--- src/design/array_linked_list_engine_assert.svh ---
// Assertion macros for the linked list engine.
// Needs a clock named clock and a reset named reset in the including scope.
`ifndef ARRAY_LINKED_LIST_ENGINE_ASSERT_SVH
`define ARRAY_LINKED_LIST_ENGINE_ASSERT_SVH

// Same-cycle implication, checked outside reset
`define ALLE_ASSERT_NOW(lbl, ante, cons, msg) \
   lbl: assert property (@(posedge clock) disable iff (reset) (ante) |-> (cons)) \
      else $error(msg);

// Next-cycle implication, checked outside reset
`define ALLE_ASSERT_NEXT(lbl, ante, cons, msg) \
   lbl: assert property (@(posedge clock) disable iff (reset) (ante) |=> (cons)) \
      else $error(msg);

`endif

--- src/design/alle_pkg.sv ---
// Shared types and constants for the linked list engine.
// No dependencies.
package alle_pkg;

   localparam int NODE_DEPTH = 16;
   localparam int IDX_W      = $clog2(NODE_DEPTH);
   localparam int LINK_W     = $clog2(NODE_DEPTH + 1);
   localparam int RESULT_CAP = 16;
   localparam logic [LINK_W-1:0] NIL_LINK = LINK_W'(NODE_DEPTH);

   typedef enum logic [2:0] {
      OP_INS_FRONT = 3'd0,
      OP_INS_BACK  = 3'd1,
      OP_INS_AT    = 3'd2,
      OP_DELETE    = 3'd3,
      OP_FIND      = 3'd4,
      OP_READ      = 3'd5
   } op_type;

   typedef enum logic [2:0] {
      ST_OK       = 3'd0,
      ST_FULL     = 3'd1,
      ST_NOTFOUND = 3'd2,
      ST_BADPOS   = 3'd3,
      ST_EMPTY    = 3'd4
   } status_type;

   typedef struct packed {
      logic [2:0] opcode;
      logic [7:0] value;
      logic [3:0] position;
   } req_type;

   typedef struct packed {
      logic [2:0] status;
      logic [7:0] out_value;
      logic [4:0] match_count;
      logic       last;
   } rsp_type;

   typedef enum logic [2:0] {
      S_IDLE, S_CHECK, S_WALK, S_ALLOC, S_ATTACH, S_UNLINK, S_FREE
   } state_type;

   typedef enum logic [2:0] {
      DP_NOP, DP_LOAD, DP_ADVANCE, DP_ALLOC, DP_ATTACH, DP_UNLINK, DP_FREE
   } dp_op_type;

   typedef enum logic [1:0] {
      RK_PLAIN, RK_NODE, RK_HITS
   } rsp_kind_type;

   typedef struct packed {
      dp_op_type    op;
      logic         rsp_en;
      status_type   rsp_status;
      rsp_kind_type kind;
      logic         rsp_last;
   } cmd_type;

   typedef struct packed {
      logic [2:0] opcode;
      logic       free_nil;
      logic       list_nil;
      logic       pos_bad;
      logic       cur_nil;
      logic       at_pos;
      logic       val_match;
      logic       next_nil;
      logic       read_cap;
      logic       hits_zero;
   } sts_type;

endpackage

--- src/design/array_linked_list_engine.sv ---
// Linked list engine over a 16-node store with a free list.
// Walking opcodes visit up to 16 nodes, one per cycle via the single link read port.
// Read-out gives one result per cycle; a new request is taken only when idle.
// Synchronous reset empties the list and chains all nodes onto the free list.
// Results are shown for one cycle with rsp_strobe; the receiver cannot stall.
module array_linked_list_engine (
   input  logic              clock,
   input  logic              reset,
   input  logic              start,
   output logic              busy,
   input  alle_pkg::req_type  req_data,
   output logic              rsp_strobe,
   output alle_pkg::rsp_type  rsp_data
);
   import alle_pkg::*;

   `include "array_linked_list_engine_assert.svh"

   cmd_type cmd;
   sts_type sts;

   alle_ctrl u_ctrl (
      .clock (clock),
      .reset (reset),
      .start (start),
      .busy  (busy),
      .sts   (sts),
      .cmd   (cmd)
   );

   alle_dp u_dp (
      .clock      (clock),
      .reset      (reset),
      .req_data   (req_data),
      .cmd        (cmd),
      .sts        (sts),
      .rsp_strobe (rsp_strobe),
      .rsp_data   (rsp_data)
   );

   // A final result appears only once the engine is back to idle
   `ALLE_ASSERT_NOW(a_last_idle, rsp_strobe && rsp_data.last, !busy, "final result while busy")
   // An accepted request always starts work
   `ALLE_ASSERT_NEXT(a_start_busy, start && !busy, busy, "request accepted but not busy")
   // A read-out streams without gaps until its last node
   `ALLE_ASSERT_NEXT(a_read_stream, rsp_strobe && !rsp_data.last, rsp_strobe, "read-out gap")

endmodule

--- src/design/alle_ctrl.sv ---
// Controller state machine of the linked list engine.
// Depends on alle_pkg.
module alle_ctrl (
   input  logic             clock,
   input  logic             reset,
   input  logic             start,
   output logic             busy,
   input  alle_pkg::sts_type sts,
   output alle_pkg::cmd_type cmd
);
   import alle_pkg::*;

   state_type state_ff, state_in;

   // Hold state
   always_ff @(posedge clock) begin
      if (reset) begin
         state_ff <= S_IDLE;
      end else begin
         state_ff <= state_in;
      end
   end

   assign busy = (state_ff != S_IDLE);

   // Next state
   always_comb begin
      state_in = state_ff;
      case (state_ff)
         S_IDLE: begin
            if (start) state_in = S_CHECK;
         end
         S_CHECK: begin
            case (sts.opcode)
               OP_INS_FRONT: state_in = sts.free_nil ? S_IDLE : S_ALLOC;
               OP_INS_BACK:  state_in = sts.free_nil ? S_IDLE : S_WALK;
               OP_INS_AT:    state_in = (sts.pos_bad || sts.free_nil) ? S_IDLE : S_WALK;
               OP_DELETE, OP_FIND, OP_READ: state_in = sts.list_nil ? S_IDLE : S_WALK;
               default:      state_in = S_IDLE;
            endcase
         end
         S_WALK: begin
            case (sts.opcode)
               OP_INS_BACK: if (sts.cur_nil) state_in = S_ALLOC;
               OP_INS_AT:   if (sts.cur_nil || sts.at_pos) state_in = S_ALLOC;
               OP_DELETE: begin
                  if (sts.cur_nil) state_in = S_IDLE;
                  else if (sts.val_match) state_in = S_UNLINK;
               end
               OP_FIND:     if (sts.cur_nil) state_in = S_IDLE;
               OP_READ:     if (sts.next_nil || sts.read_cap) state_in = S_IDLE;
               default:     state_in = S_IDLE;
            endcase
         end
         S_ALLOC:  state_in = S_ATTACH;
         S_ATTACH: state_in = S_IDLE;
         S_UNLINK: state_in = S_FREE;
         S_FREE:   state_in = S_IDLE;
         default:  state_in = S_IDLE;
      endcase
   end

   // Commands to the datapath
   always_comb begin
      cmd = '{op: DP_NOP, rsp_en: 1'b0, rsp_status: ST_OK, kind: RK_PLAIN, rsp_last: 1'b1};
      case (state_ff)
         S_IDLE: begin
            if (start) cmd.op = DP_LOAD;
         end
         S_CHECK: begin
            case (sts.opcode)
               OP_INS_FRONT, OP_INS_BACK: begin
                  if (sts.free_nil) begin
                     cmd.rsp_en = 1'b1;
                     cmd.rsp_status = ST_FULL;
                  end
               end
               OP_INS_AT: begin
                  if (sts.pos_bad) begin
                     cmd.rsp_en = 1'b1;
                     cmd.rsp_status = ST_BADPOS;
                  end else if (sts.free_nil) begin
                     cmd.rsp_en = 1'b1;
                     cmd.rsp_status = ST_FULL;
                  end
               end
               OP_DELETE, OP_FIND, OP_READ: begin
                  if (sts.list_nil) begin
                     cmd.rsp_en = 1'b1;
                     cmd.rsp_status = ST_EMPTY;
                  end
               end
               default: cmd.rsp_en = 1'b1;
            endcase
         end
         S_WALK: begin
            case (sts.opcode)
               OP_INS_BACK: if (!sts.cur_nil) cmd.op = DP_ADVANCE;
               OP_INS_AT:   if (!(sts.cur_nil || sts.at_pos)) cmd.op = DP_ADVANCE;
               OP_DELETE: begin
                  if (sts.cur_nil) begin
                     cmd.rsp_en = 1'b1;
                     cmd.rsp_status = ST_NOTFOUND;
                  end else if (!sts.val_match) begin
                     cmd.op = DP_ADVANCE;
                  end
               end
               OP_FIND: begin
                  if (sts.cur_nil) begin
                     cmd.rsp_en = 1'b1;
                     cmd.kind = RK_HITS;
                     cmd.rsp_status = sts.hits_zero ? ST_NOTFOUND : ST_OK;
                  end else begin
                     cmd.op = DP_ADVANCE;
                  end
               end
               OP_READ: begin
                  cmd.op = DP_ADVANCE;
                  cmd.rsp_en = 1'b1;
                  cmd.kind = RK_NODE;
                  cmd.rsp_last = sts.next_nil || sts.read_cap;
               end
               default: cmd.op = DP_NOP;
            endcase
         end
         S_ALLOC:  cmd.op = DP_ALLOC;
         S_ATTACH: begin
            cmd.op = DP_ATTACH;
            cmd.rsp_en = 1'b1;
         end
         S_UNLINK: cmd.op = DP_UNLINK;
         S_FREE: begin
            cmd.op = DP_FREE;
            cmd.rsp_en = 1'b1;
         end
         default: cmd.op = DP_NOP;
      endcase
   end

endmodule

--- src/design/alle_dp.sv ---
// Datapath of the linked list engine: node store, cursors, counters, result register.
// Depends on alle_pkg.
module alle_dp (
   input  logic              clock,
   input  logic              reset,
   input  alle_pkg::req_type  req_data,
   input  alle_pkg::cmd_type  cmd,
   output alle_pkg::sts_type  sts,
   output logic              rsp_strobe,
   output alle_pkg::rsp_type  rsp_data
);
   import alle_pkg::*;

   logic [7:0]        values_ff [NODE_DEPTH];
   logic [LINK_W-1:0] links_ff  [NODE_DEPTH];
   req_type           req_ff;
   logic [LINK_W-1:0] cur_ff, prev_ff, new_ff, steps_ff, count_ff;
   logic [LINK_W-1:0] list_head_ff, free_head_ff;
   logic [4:0]        hits_ff;
   logic              strobe_ff, strobe_in;
   rsp_type           rsp_ff, rsp_in;

   logic [IDX_W-1:0]  rd_idx, cur_idx, prev_idx, free_idx;
   logic [LINK_W-1:0] link_rd;
   logic [7:0]        val_rd;
   logic              match;

   // Single read port: free head during allocation, else the cursor
   assign cur_idx  = cur_ff[IDX_W-1:0];
   assign prev_idx = prev_ff[IDX_W-1:0];
   assign free_idx = free_head_ff[IDX_W-1:0];
   assign rd_idx   = (cmd.op == DP_ALLOC) ? free_idx : cur_idx;
   assign link_rd  = links_ff[rd_idx];
   assign val_rd   = values_ff[rd_idx];
   assign match    = (val_rd == req_ff.value);

   // Status to the controller
   always_comb begin
      sts.opcode    = req_ff.opcode;
      sts.free_nil  = (free_head_ff == NIL_LINK);
      sts.list_nil  = (list_head_ff == NIL_LINK);
      sts.pos_bad   = (LINK_W'(req_ff.position) > count_ff);
      sts.cur_nil   = (cur_ff == NIL_LINK);
      sts.at_pos    = (steps_ff == LINK_W'(req_ff.position));
      sts.val_match = match;
      sts.next_nil  = (link_rd == NIL_LINK);
      sts.read_cap  = (steps_ff == LINK_W'(RESULT_CAP - 1));
      sts.hits_zero = (hits_ff == 5'd0);
   end

   // Node values, written only on allocation; request register, loaded with each new request
   always_ff @(posedge clock) begin
      if (cmd.op == DP_ALLOC) values_ff[free_idx] <= req_ff.value;
      if (cmd.op == DP_LOAD) req_ff <= req_data;
   end

   // Links, heads, cursors and counters
   always_ff @(posedge clock) begin
      if (reset) begin
         for (int i = 0; i < NODE_DEPTH; i++) begin
            links_ff[i] <= LINK_W'(i + 1);
         end
         list_head_ff <= NIL_LINK;
         free_head_ff <= '0;
         count_ff     <= '0;
         cur_ff       <= NIL_LINK;
         prev_ff      <= NIL_LINK;
         new_ff       <= NIL_LINK;
         steps_ff     <= '0;
         hits_ff      <= '0;
      end else begin
         case (cmd.op)
            DP_LOAD: begin
               cur_ff   <= list_head_ff;
               prev_ff  <= NIL_LINK;
               steps_ff <= '0;
               hits_ff  <= '0;
            end
            DP_ADVANCE: begin
               prev_ff  <= cur_ff;
               cur_ff   <= link_rd;
               steps_ff <= steps_ff + 1'b1;
               if (match && hits_ff != 5'd31) hits_ff <= hits_ff + 1'b1;
            end
            DP_ALLOC: begin
               links_ff[free_idx] <= cur_ff;
               free_head_ff       <= link_rd;
               new_ff             <= free_head_ff;
               count_ff           <= count_ff + 1'b1;
            end
            DP_ATTACH: begin
               if (prev_ff == NIL_LINK) list_head_ff <= new_ff;
               else links_ff[prev_idx] <= new_ff;
            end
            DP_UNLINK: begin
               if (prev_ff == NIL_LINK) list_head_ff <= link_rd;
               else links_ff[prev_idx] <= link_rd;
            end
            DP_FREE: begin
               links_ff[cur_idx] <= free_head_ff;
               free_head_ff      <= cur_ff;
               if (count_ff != '0) count_ff <= count_ff - 1'b1;
            end
            default: begin
            end
         endcase
      end
   end

   // Build the result
   always_comb begin
      strobe_in          = cmd.rsp_en;
      rsp_in.status      = cmd.rsp_status;
      rsp_in.out_value   = (cmd.kind == RK_NODE) ? val_rd : 8'd0;
      rsp_in.match_count = (cmd.kind == RK_HITS) ? hits_ff : 5'd0;
      rsp_in.last        = cmd.rsp_last;
   end

   // Register the result
   always_ff @(posedge clock) begin
      if (reset) begin
         strobe_ff <= 1'b0;
      end else begin
         strobe_ff <= strobe_in;
      end
      rsp_ff <= rsp_in;
   end

   assign rsp_strobe = strobe_ff;
   assign rsp_data   = rsp_ff;

endmodule

--- config.mk ---
export PLATFORM = sky130hd
export DESIGN_NAME = array_linked_list_engine
export DESIGN_NICKNAME = d
export VERILOG_FILES = /design/src/design/alle_pkg.sv /design/src/design/array_linked_list_engine.sv /design/src/design/alle_ctrl.sv /design/src/design/alle_dp.sv
export VERILOG_INCLUDE_DIRS = /design/src /design/src/design
export SDC_FILE = /design/constraint.sdc
export NUM_CORES = 1
export LEC_CHECK = 0
export BUFFER_PORTS_ARGS = -buffer_cell sky130_fd_sc_hd__buf_2
export CORE_MARGIN = 2
export CORE_UTILIZATION = 26
export DETAILED_ROUTE_END_ITERATION = 12
export SKIP_CTS_REPAIR_TIMING = 1
export SLEW_MARGIN = 10
export SYNTH_ARGS = -nofsm -noshare
export SYNTH_HDL_FRONTEND = slang
export SYNTH_SLANG_ARGS = --single-unit
--- constraint.sdc ---
create_clock -name clock -period 5.6 [get_ports clock]
set_clock_uncertainty 0.2 [all_clocks]
set_input_delay 1.12 -clock clock [delete_from_list [all_inputs] [get_ports clock]]
set_output_delay 1.12 -clock clock [all_outputs]
set_load 0.05 [all_outputs]
==> impl_results.md <==
- GPL Wtd Cong: 0.844
- Max FO, Critical Path: 16
- Final Setup Violations: 0
- Via count: 8176
- Non-Filler Instances: 1662
- Worst Setup End Kind: flop
- Yosys cell types: 68
- Fillers: 4869
- Register area share after synthesis: 62.3%
- Nets: 1047
- Worst vdd ir: 0.233 mV
- Logic gate share of total power: 7.2%
- Static Leak: 4.66 nW
- Rows: 81
- Total grt overflow: 0
- Crit Path Category: flop to flop
- Clock latency at the later pin of the worst-skew pair: 560 ps
- WP data required: 5640 ps
- Relative slew slack: 23.0%
- Depth of the CTS H-tree: 1
- Buffers on Ports: 36
- Clock transition at path regs: 70 ps
- Share of cells above drive strength 1: 17.1%
- Initial antenna violation count: 0
- Leading area contributor after synthesis: edfxtp_1
- Antenna Nets Post-Route: 0
- Core ar.: 48600 µm²
- Pwr/cell area: 327 nW/µm²
- Vias per Instance: 4.92
- RSZ-0062 raised after global routing: false
- Post-route cell area: 14600 µm²
- Pint: 3.68 mW
- Number of global-route vias before repair: 8122
- Largest net degree at the start of global routing: 42
- Yosys reg bits: 284
- Cell Area, Placed: 13600 µm²
- Synth Warn #: 12
- Synth top cells by count: edfxtp_1 (223), nor2_1 (112), nand2_1 (94)
- Die Span Y: 225 µm
- Flop pwr share: 50.0%
- Yosys top cell area share: 52.7%
- Die area: 50700 µm²
- Ys async rst share: 0%
- Outcome: finished clean
- Placed wire-length estimate: 20900 µm
- Clk sinks: 284
- Sw power: 1.10 mW
- Top_reg_cell synth: edfxtp_1
- Initial Util: 26.1%
- # Max-Cap Violations: 0
- GRT Total Usage: 12.2%
- I/O pin total: 37
- CP Data Arrival Time: 4860 ps
- First-pass GRT wire length: 47900 µm
- First-pass DRT Iterations: 7
- Post-Synthesis Cells: 983
- Clk pwr share: 42.7%
- Synth top area cells: edfxtp_1 (53%), dfxtp_1 (9.6%), mux4_2 (7.3%)
- CTS tree: yes
- Final core utilization: 30.0%
- Area delta synth->final: 14.9%
- Place WS: 808 ps
- Cts bufs inserted: 30
- Ant diodes: 0
- Sw Ratio: 23.0%
- Mapped Nets: 1014
- Worst-margin pin slew: 1150 ps
- Placed cells: 1606
- Final WS setup: 787 ps
- Drt drc: 0
- Average size of a mapped cell: 12.9 µm²
- Worst min path class: flop to flop
- Fin. Hold Viols: 0
- Setup TNS: 0 ps
- Number of synthesized flops with an enable pin: 223
- Part of the cycle the worst path needs: 85.9%
- Total power: 4.79 mW
- Cell area after synthesis: 12700 µm²
- Startpoint types: flop
- Final slew viol count: 0
- Horiz. Die Dim: 225 µm
- Fin crit period: 4810 ps
- Root Buffer: clkbuf_16
- DR WL/cell: 18.6 µm
- DRT iter0 DRCs: 807
- Clock Path Buffers: 3
- Most common cell in the netlist: edfxtp_1
- Hold WS: 275 ps
- Routed WL: 30900 µm
- Fmax: 0.208 GHz
## flip-flops by register name (all words and copies together), names as in the netlist
register           cells
u_dp.new_ff            5
u_dp.sts               3
u_ctrl.state_ff        3
u_dp.count_ff          5
u_dp.prev_ff           5
u_dp.values_ff       128
u_dp.steps_ff          5
u_dp.hits_ff           5
u_dp.list_head_ff      5
u_dp.free_head_ff      5
u_dp.rsp_strobe        1
u_dp.rsp_data         17
u_dp.links_ff         80
u_dp.cur_ff            5
u_dp.req_ff           12
## layout by cell type, fill, tap and decap left out, types with 23 or more instances in the layout
cell / n
a21oi_1: 35
buf_2: 36
buf_4: 23
clkbuf_16: 31
dfxtp_1: 61
edfxtp_1: 223
inv_1: 23
mux2i_1: 27
mux4_2: 41
nand2_1: 92
nand3_1: 29
nor2_1: 112
nor3_1: 23
o211ai_1: 23
## worst max-delay path, cell delays in order (launching register included)
cell and delay [ps]:
dfxtp_1 460, nor2b_1 300, and2_1 540, nand2_1 180, nand2_2 430, buf_4 310, mux4_2 540, mux4_2 530
inv_1 140, nor2_1 60, a21oi_1 190, a211oi_1 120, a21oi_2 110, buf_4 260, nand3_1 130
## layout make-up
class | count | area (µm²) | area share, %
timing repair buffer | 60 | 373 | 2.55
inverter | 27 | 101 | 0.693
sequential | 284 | 7920 | 54.2
multi-input combinational | 613 | 4430 | 30.3
tap | 622 | 778 | 5.32
clock inverter | 20 | 221 | 1.52
clock buffer | 36 | 795 | 5.44
## per-layer routing
metal / global-route usage, % / up-vias / part of all wire (%)
met5: 0 / - / 0
met4: 2.76 / 0 / 2.1
met3: 2.19 / 48 / 5.5
met2: 20.3 / 258 / 48
met1: 16.5 / 4072 / 44
li1: - / 3798 / -
## kinds of logic (layout without fill, tap and decap cells)
logic type	count (synthesis)	after routing	synth area share, %
adders and majority gates	13	13	1.34
buffers and inverters	86	143	3.16
xor gates and xnor gates	13	13	0.895
DFF	284	284	62.3
AOI/OAI and AO/OA	166	166	9.12
muxes	90	90	11.3
and+or+nand+nor	331	331	11.9
## power groups by stage
| stage | combinational [mW] | clock [mW] | sequential, mW |
|---|---|---|---|
| finish | 0.346 | 2.05 | 2.39 |
| detailed placement | 0.344 | 0 | 2.44 |
| CTS | 0.346 | 2.08 | 2.39 |
| global route | 0.377 | 2.17 | 2.40 |
| floorplan | 0.250 | 0 | 2.42 |
| global placement | 0.342 | 0 | 2.44 |
## worst paths after layout
check,start,endpoint,slack [ps],cells after the start
worst max-delay path,u_ctrl.state_ff[0],u_dp.links_ff[1][1],790,14
worst max register to register,u_ctrl.state_ff[0],u_dp.links_ff[1][1],790,14
worst min-delay path,u_dp.new_ff[0],u_dp.new_ff[0],270,2
worst min register to register,u_dp.new_ff[0],u_dp.new_ff[0],270,2
(Power assumes the default switching activity.)
